[config.mk]
export PLATFORM = sky130hd
export DESIGN_NAME = round_robin_task_scheduler_unit
export DESIGN_NICKNAME = d
export VERILOG_FILES = /design/src/rtl/core/rrts_pkg.sv /design/src/rtl/core/rrts_cell.sv /design/src/rtl/core/round_robin_task_scheduler_unit.sv
export VERILOG_INCLUDE_DIRS = /design/src /design/src/rtl/core
export SDC_FILE = /design/constraint.sdc
export NUM_CORES = 1
export LEC_CHECK = 0
export BUFFER_PORTS_ARGS = -buffer_cell sky130_fd_sc_hd__buf_2
export CAP_MARGIN = 20
export CELL_PAD_IN_SITES_DETAIL_PLACEMENT = 1
export CELL_PAD_IN_SITES_GLOBAL_PLACEMENT = 2
export CORE_UTILIZATION = 48
export CTS_CLUSTER_DIAMETER = 30
export DETAILED_ROUTE_END_ITERATION = 12
export PLACE_DENSITY_LB_ADDON = 0.1
export SLEW_MARGIN = 20
export SYNTH_ARGS = -nofsm -noshare
export SYNTH_HDL_FRONTEND = slang
export SYNTH_HIERARCHICAL = 1
export SYNTH_SLANG_ARGS = --single-unit
export TNS_END_PERCENT = 100
[constraint.sdc]
create_clock -name clk_i -period 14.1 [get_ports clk_i]
set_clock_uncertainty 0.05 [all_clocks]
set_input_delay 0 -clock clk_i [delete_from_list [all_inputs] [get_ports clk_i]]
set_output_delay 0 -clock clk_i [all_outputs]
set_load 0.1 [all_outputs]
[src/rtl/core/assert_macros.svh]
// Assertion helpers used by the scheduler top module.
`ifndef ASSERT_MACROS_SVH
`define ASSERT_MACROS_SVH
`ifndef SYNTH
`define RRTS_ASSERT(lbl, clk, rstn, prop) \
  lbl: assert property (@(posedge clk) disable iff (!(rstn)) (prop)) \
    else $error("scheduler check failed");
`define RRTS_ASSERT_NEXT(lbl, clk, rstn, ante, cons) \
  lbl: assert property (@(posedge clk) disable iff (!(rstn)) (ante) |=> (cons)) \
    else $error("scheduler sequence check failed");
`else
`define RRTS_ASSERT(lbl, clk, rstn, prop)
`define RRTS_ASSERT_NEXT(lbl, clk, rstn, ante, cons)
`endif
`endif

[src/rtl/core/rrts_pkg.sv]
package rrts_pkg;

  localparam int MaxTasks  = 16;
  localparam int IdBits    = 16;
  localparam int IdxBits   = (MaxTasks > 1) ? $clog2(MaxTasks) : 1;
  localparam int IdCmpBits = (IdBits > 16) ? IdBits : 16;
  localparam int OutIdBits = 16;

  typedef logic [IdBits-1:0]    id_t;
  typedef logic [IdxBits-1:0]   idx_t;
  typedef logic [IdCmpBits-1:0] id_cmp_t;
  typedef logic [OutIdBits-1:0] out_id_t;

  localparam id_t  InvalidId = {IdBits{1'b1}};
  localparam idx_t LastSlot  = idx_t'(MaxTasks - 1);

  typedef enum logic [1:0] {
    ACT_CREATE = 2'd0,
    ACT_SET    = 2'd1,
    ACT_SELECT = 2'd2
  } action_e;

  typedef enum logic [1:0] {
    ST_EMPTY   = 2'd0,
    ST_READY   = 2'd1,
    ST_RUNNING = 2'd2,
    ST_BLOCKED = 2'd3
  } state_e;

  typedef enum logic [1:0] {
    PH_IDLE  = 2'b01,
    PH_APPLY = 2'b10
  } phase_e;

  // Commands broadcast from the sequencer to every cell.
  typedef struct packed {
    logic    scan_en;
    logic    apply_en;
    action_e op;
    state_e  new_state;
    out_id_t task_id;
    id_t     next_id;
    logic    create_go;
    logic    set_go;
    logic    any_hi;
  } ctrl_t;

  // Priority chain, lowest slot first.
  typedef struct packed {
    logic empty_seen;
    logic match_seen;
    logic hi_seen;
    logic rdy_seen;
    logic after_cur;
  } scan_t;

  // Winner id and index collected along the row.
  typedef struct packed {
    id_t  sel_id;
    idx_t sel_idx;
  } pick_t;

endpackage

[src/rtl/core/rrts_cell.sv]
module rrts_cell (
  input  logic            clk_i,
  input  logic            rst_ni,
  input  rrts_pkg::ctrl_t ctrl_i,
  input  logic            is_cur_i,
  input  rrts_pkg::idx_t  idx_i,
  input  rrts_pkg::scan_t scan_i,
  output rrts_pkg::scan_t scan_o,
  input  rrts_pkg::pick_t pick_i,
  output rrts_pkg::pick_t pick_o
);

  rrts_pkg::state_e state_q, state_d;
  rrts_pkg::id_t    id_q, id_d;
  logic             empty_win_q, match_win_q, hi_win_q, lo_win_q;
  logic             empty_win_d, match_win_d, hi_win_d, lo_win_d;
  logic             is_empty, is_cand, is_match, hi_cand, win;

  always_comb begin
    is_empty = (state_q == rrts_pkg::ST_EMPTY);
    // a running current slot is demoted first, so it counts as ready
    is_cand  = (state_q == rrts_pkg::ST_READY) ||
               (is_cur_i && (state_q == rrts_pkg::ST_RUNNING));
    is_match = !is_empty &&
               (rrts_pkg::id_cmp_t'(id_q) == rrts_pkg::id_cmp_t'(ctrl_i.task_id));
    hi_cand  = is_cand && scan_i.after_cur;

    scan_o.empty_seen = scan_i.empty_seen | is_empty;
    scan_o.match_seen = scan_i.match_seen | is_match;
    scan_o.hi_seen    = scan_i.hi_seen | hi_cand;
    scan_o.rdy_seen   = scan_i.rdy_seen | is_cand;
    scan_o.after_cur  = scan_i.after_cur | is_cur_i;

    empty_win_d = is_empty && !scan_i.empty_seen;
    match_win_d = is_match && !scan_i.match_seen;
    hi_win_d    = hi_cand && !scan_i.hi_seen;
    lo_win_d    = is_cand && !scan_i.rdy_seen;
  end

  assign win = (ctrl_i.op == rrts_pkg::ACT_SELECT) &&
               (ctrl_i.any_hi ? hi_win_q : lo_win_q);

  always_comb begin
    pick_o.sel_id  = pick_i.sel_id | (win ? id_q : '0);
    pick_o.sel_idx = pick_i.sel_idx | (win ? idx_i : '0);
  end

  always_comb begin
    state_d = state_q;
    id_d    = id_q;
    if (ctrl_i.apply_en) begin
      case (ctrl_i.op)
        rrts_pkg::ACT_CREATE: begin
          if (ctrl_i.create_go && empty_win_q) begin
            state_d = rrts_pkg::ST_READY;
            id_d    = ctrl_i.next_id;
          end
        end
        rrts_pkg::ACT_SET: begin
          if (ctrl_i.set_go && match_win_q) begin
            state_d = ctrl_i.new_state;
          end
        end
        rrts_pkg::ACT_SELECT: begin
          if (win) begin
            state_d = rrts_pkg::ST_RUNNING;
          end else if (is_cur_i && (state_q == rrts_pkg::ST_RUNNING)) begin
            state_d = rrts_pkg::ST_READY;
          end
        end
        default: begin
        end
      endcase
    end
  end

  always_ff @(posedge clk_i or negedge rst_ni) begin
    if (!rst_ni) begin
      state_q <= rrts_pkg::ST_EMPTY;
    end else begin
      state_q <= state_d;
    end
  end

  always_ff @(posedge clk_i) begin
    id_q <= id_d;
    if (ctrl_i.scan_en) begin
      empty_win_q <= empty_win_d;
      match_win_q <= match_win_d;
      hi_win_q    <= hi_win_d;
      lo_win_q    <= lo_win_d;
    end
  end

endmodule

[src/rtl/core/round_robin_task_scheduler_unit.sv]
// Channel   Handshake               Payload
// command   start_i & !busy_o       action_i, task_id_i, new_state_i
// result    valid_o (one cycle)     ok_o, result_id_o
//
// Accepting a command latches the winners of the cell row's priority chains;
// the apply phase then applies the update and registers the result, shown
// with valid_o once the unit is idle again, when a new command may already
// be accepted. The ripple through the slot cells sets the path.
// Reset empties all slots and points the current slot at the last one.
// The result cannot be stalled; busy_o is high only in the apply cycle.
`include "assert_macros.svh"

module round_robin_task_scheduler_unit (
  input  logic        clk_i,
  input  logic        rst_ni,
  input  logic        start_i,
  input  logic [1:0]  action_i,
  input  logic [15:0] task_id_i,
  input  logic [1:0]  new_state_i,
  output logic        busy_o,
  output logic        valid_o,
  output logic        ok_o,
  output logic [15:0] result_id_o
);

  rrts_pkg::phase_e  phase_q, phase_d;
  rrts_pkg::action_e op_q;
  rrts_pkg::state_e  req_q;
  rrts_pkg::idx_t    cur_q, cur_d;
  rrts_pkg::id_t     next_id_q, next_id_d;
  logic              any_empty_q, any_match_q, any_hi_q, any_rdy_q;
  logic              accept, apply, create_go, set_go, ok_d;
  rrts_pkg::out_id_t res_id_d;
  rrts_pkg::ctrl_t   ctrl;
  rrts_pkg::scan_t   scan_c [rrts_pkg::MaxTasks+1];
  rrts_pkg::pick_t   pick_c [rrts_pkg::MaxTasks+1];
  logic [rrts_pkg::MaxTasks-1:0] is_cur;

  assign busy_o    = (phase_q == rrts_pkg::PH_APPLY);
  assign accept    = start_i && !busy_o;
  assign apply     = busy_o;
  assign create_go = any_empty_q && (next_id_q != rrts_pkg::InvalidId);
  assign set_go    = (req_q inside {rrts_pkg::ST_READY, rrts_pkg::ST_BLOCKED}) && any_match_q;

  always_comb begin
    ctrl.scan_en   = accept;
    ctrl.apply_en  = apply;
    ctrl.op        = op_q;
    ctrl.new_state = req_q;
    ctrl.task_id   = task_id_i;
    ctrl.next_id   = next_id_q;
    ctrl.create_go = create_go;
    ctrl.set_go    = set_go;
    ctrl.any_hi    = any_hi_q;
  end

  assign scan_c[0] = '0;
  assign pick_c[0] = '0;

  for (genvar i = 0; i < rrts_pkg::MaxTasks; i++) begin : g_cell
    assign is_cur[i] = (cur_q == rrts_pkg::idx_t'(i));
    rrts_cell u_cell (
      .clk_i    (clk_i),
      .rst_ni   (rst_ni),
      .ctrl_i   (ctrl),
      .is_cur_i (is_cur[i]),
      .idx_i    (rrts_pkg::idx_t'(i)),
      .scan_i   (scan_c[i]),
      .scan_o   (scan_c[i+1]),
      .pick_i   (pick_c[i]),
      .pick_o   (pick_c[i+1])
    );
  end

  always_comb begin
    phase_d = phase_q;
    case (phase_q)
      rrts_pkg::PH_IDLE: begin
        if (accept) begin
          phase_d = rrts_pkg::PH_APPLY;
        end
      end
      rrts_pkg::PH_APPLY: phase_d = rrts_pkg::PH_IDLE;
      default:            phase_d = rrts_pkg::PH_IDLE;
    endcase
  end

  always_comb begin
    ok_d      = 1'b0;
    res_id_d  = '0;
    next_id_d = next_id_q;
    cur_d     = cur_q;
    case (op_q)
      rrts_pkg::ACT_CREATE: begin
        ok_d = create_go;
        if (create_go) begin
          res_id_d = rrts_pkg::out_id_t'(next_id_q);
          if (apply) begin
            next_id_d = rrts_pkg::id_t'(next_id_q + 1'b1);
          end
        end
      end
      rrts_pkg::ACT_SET: ok_d = set_go;
      rrts_pkg::ACT_SELECT: begin
        ok_d = any_rdy_q;
        if (any_rdy_q) begin
          res_id_d = rrts_pkg::out_id_t'(pick_c[rrts_pkg::MaxTasks].sel_id);
          if (apply) begin
            cur_d = pick_c[rrts_pkg::MaxTasks].sel_idx;
          end
        end
      end
      default: begin
      end
    endcase
  end

  always_ff @(posedge clk_i or negedge rst_ni) begin
    if (!rst_ni) begin
      phase_q   <= rrts_pkg::PH_IDLE;
      cur_q     <= rrts_pkg::LastSlot;
      next_id_q <= '0;
      valid_o   <= 1'b0;
    end else begin
      phase_q   <= phase_d;
      cur_q     <= cur_d;
      next_id_q <= next_id_d;
      valid_o   <= apply;
    end
  end

  always_ff @(posedge clk_i) begin
    if (accept) begin
      op_q        <= rrts_pkg::action_e'(action_i);
      req_q       <= rrts_pkg::state_e'(new_state_i);
      any_empty_q <= scan_c[rrts_pkg::MaxTasks].empty_seen;
      any_match_q <= scan_c[rrts_pkg::MaxTasks].match_seen;
      any_hi_q    <= scan_c[rrts_pkg::MaxTasks].hi_seen;
      any_rdy_q   <= scan_c[rrts_pkg::MaxTasks].rdy_seen;
    end
    if (apply) begin
      ok_o        <= ok_d;
      result_id_o <= res_id_d;
    end
  end

  `RRTS_ASSERT_NEXT(a_accept_busy, clk_i, rst_ni, accept, busy_o)
  `RRTS_ASSERT_NEXT(a_apply_result, clk_i, rst_ni, busy_o, valid_o && !busy_o)
  `RRTS_ASSERT(a_fail_zero_id, clk_i, rst_ni, (valid_o && !ok_o) |-> (result_id_o == '0))
  `RRTS_ASSERT(a_one_current, clk_i, rst_ni, $onehot(is_cur))

endmodule

==> impl_metrics.env <==
export IMPL_status="finished, final reports clean"
export IMPL_slowest_delay_ns=0.58
export IMPL_dp_cells=2545
export IMPL_cp_start_kind="flip-flop"
export IMPL_ios=42
export IMPL_drt_initial_drc_count=800
export IMPL_netlist_area_um2=21700
export IMPL_fp_dieH_um=215
export IMPL_core_area_um2=44400
export IMPL_worstPathRequired_ns=14.42
export IMPL_start_util_pct=48.9
export IMPL_via_per_inst=5.52
export IMPL_detail_route_antenna_nets=0
export IMPL_tightest_slew_ns=0.960
export IMPL_grt_pass1_wl_mm=94.3
export IMPL_worstPathMaxFanout=8
export IMPL_cpMostUsedCell="or2_2"
export IMPL_die_x_um=215
export IMPL_setup_worst_path_end_class="flip-flop"
export IMPL_final_nets=2149
export IMPL_setup_viol=0
export IMPL_pwr_density_cell_nw_per_um2=154
export IMPL_instances_no_fill=2736
export IMPL_drive_gt1_share_pct=14.4
export IMPL_relSlewSlack_pct=36.0
export IMPL_area_growth_pct=21.8
export IMPL_port_buffers=41
export IMPL_leakage_nw=11.6
export IMPL_numCtsBuffers=98
export IMPL_grt_overflow=0
export IMPL_dp_hpwl_mm=41.3
export IMPL_cp_cell_sequence="nor4_1 -> nand3b_1 -> o21ai_0 -> or2_2 -> or2_2 -> or2_2 -> or2_2 -> or2_2 -> or2_2 -> or2_2 -> or2_2 -> or2_2 -> or2_2 -> or2_2 -> or2_2 -> or2_2 -> or2_2 -> or2_2 -> or2_2"
export IMPL_syn_mean_instance_area_um2=12.0
export IMPL_design_die_area_um2=46100
export IMPL_antenna_found_initial=0
export IMPL_ir_drop_uv=107
export IMPL_wire_per_inst_um=21.8
export IMPL_slew_viol_final=0
export IMPL_min_period_ns=6.20
export IMPL_syn_inst=1812
export IMPL_tritoncts="done"
export IMPL_routed_wirelength_mm=59.8
export IMPL_drv_cap=0
export IMPL_htreeDepth=3
export IMPL_cts_sinks=400
export IMPL_grt_pass1_vias=16715
export IMPL_vias=15107
export IMPL_core_rowCount=77
export IMPL_grt_max_degree=73
export IMPL_fin_crit_sh_pct=44.0
export IMPL_clk_latency_ns=0.64
export IMPL_cp_slowest_cell="dfstp_2"
export IMPL_drtPass1Iterations=5
export IMPL_hold_viol=0
export IMPL_rsz0062_at_grt="no"
export IMPL_tns_ns=0
export IMPL_fmax_ghz=0.161
export IMPL_path_class="flip-flop to flip-flop"
export IMPL_globalRouteTotalUtil_pct=26.7
export IMPL_clk_path_buf_depth=3
export IMPL_cts_clk_slew_worst_paths_ns=0.05
export IMPL_route_detailed_drc=0
export IMPL_ys_warn_count=6
export IMPL_gp_congestion=0.833
export IMPL_cts_root_buffer="clkbuf_16"
export IMPL_cp_data_arrival_time_ns=6.52
export IMPL_hp_class="input port to async pin"
-- routing by layer --
metal | global-route usage, % | wire length, um | vias to the layer above
li1 | - | - | 7047
met1 | 34.4 | 26200 | 7647
met2 | 45.6 | 29700 | 312
met3 | 3.88 | 2520 | 101
met4 | 9.74 | 1350 | 0
met5 | 0 | 0 | -
-- flip-flops by register name (all words and copies together) (netlist names), 4 cells and up --
| register | count |
|---|---|
| g_cell.u_cell/id_q | 256 |
| g_cell.u_cell/state_q | 32 |
| g_cell.u_cell/empty_win_q | 16 |
| g_cell.u_cell/hi_win_q | 16 |
| g_cell.u_cell/lo_win_q | 16 |
| g_cell.u_cell/match_win_q | 16 |
| next_id_q | 16 |
| result_id_o | 16 |
| cur_q | 4 |
-- placed cells by master, fill, tap and decap left out, types with 47 or more instances in the layout --
cell,count
xor2_1,255
nor4_1,51
ha_1,65
a21o_1,304
conb_1,94
clkbuf_16,100
nor3_1,47
nand2_1,120
edfxtp_1,345
dfrtp_1,50
inv_1,66
o21ai_0,48
-- final timing paths --
check / startpoint / endpoint / slack (ns) / cells past startpoint
worst max-delay path: cur_q[0]$_DFFE_PN1P_ / any_rdy_q$_DFFE_PP_ / 7.90 / 19
worst min-delay path: rst_ni / g_cell[15].u_cell/state_q[1]$_DFFE_PN0P_ / 0.04 / 3
worst max register to register: cur_q[0]$_DFFE_PN1P_ / any_rdy_q$_DFFE_PP_ / 7.90 / 19
worst min register to register: phase_q[1]$_DFFE_PN0P_ / phase_q[0]$_DFFE_PN1P_ / 0.46 / 1
max in group asynchronous: rst_ni / next_id_q[7]$_DFFE_PN0P_ / 13.32 / 3
min in group clk_i: new_state_i[0] / req_q[0]$_DFFE_PP_ / 0.04 / 2
-- layout make-up --
cell class | instances | area [um2]
inverter | 66 | 248
fill | 4537 | 18000
tap | 592 | 741
clock inverter | 59 | 583
sequential | 400 | 11700
antenna | 1 | 2.50
multi-input combinational | 1401 | 9890
clock buffer | 123 | 2620
timing repair buffer | 94 | 623
-- power by group --
part / total (mW) / switching [mW] / internal, mW
Clock: 2.15 / 0.707 / 1.44
Sequential: 1.45 / 0.0913 / 1.36
Combinational: 0.461 / 0.279 / 0.183
Total: 4.06 / 1.08 / 2.98
-- through the flow --
stage / power (mW) / worst slack, ns / cell area [um2] / utilization (%) / hold slack (ns)
finish: 4.06 / 7.90 / 26500 / 59.6 / 0.0361
global route: 4.21 / 7.70 / 26400 / 59.5 / 0.0331
CTS: 4.09 / 7.90 / 26400 / 59.5 / 0.00155
detailed placement: 1.92 / 7.90 / 23200 / 52.2 / 0.129
global placement: 1.91 / 7.94 / 23200 / 52.2 / 0.127
floorplan: 1.75 / 6.00 / 22100 / - / -0.346
-- worst max-delay path: cells and delay by family, from the launching register on --
family / cells / cell delay (ns)
simple gates: 18 / 5.21
flops: 1 / 0.58
compound gates: 1 / 0.14
-- timing repair --
action,CTS,global route
hold buffers,8,0
setup endpoints to repair,0,0
endpoints found under the hold margin,61,0
resized for setup,0,0
setup buffers,0,0
Note: power is estimated with default switching activity, not from simulation.
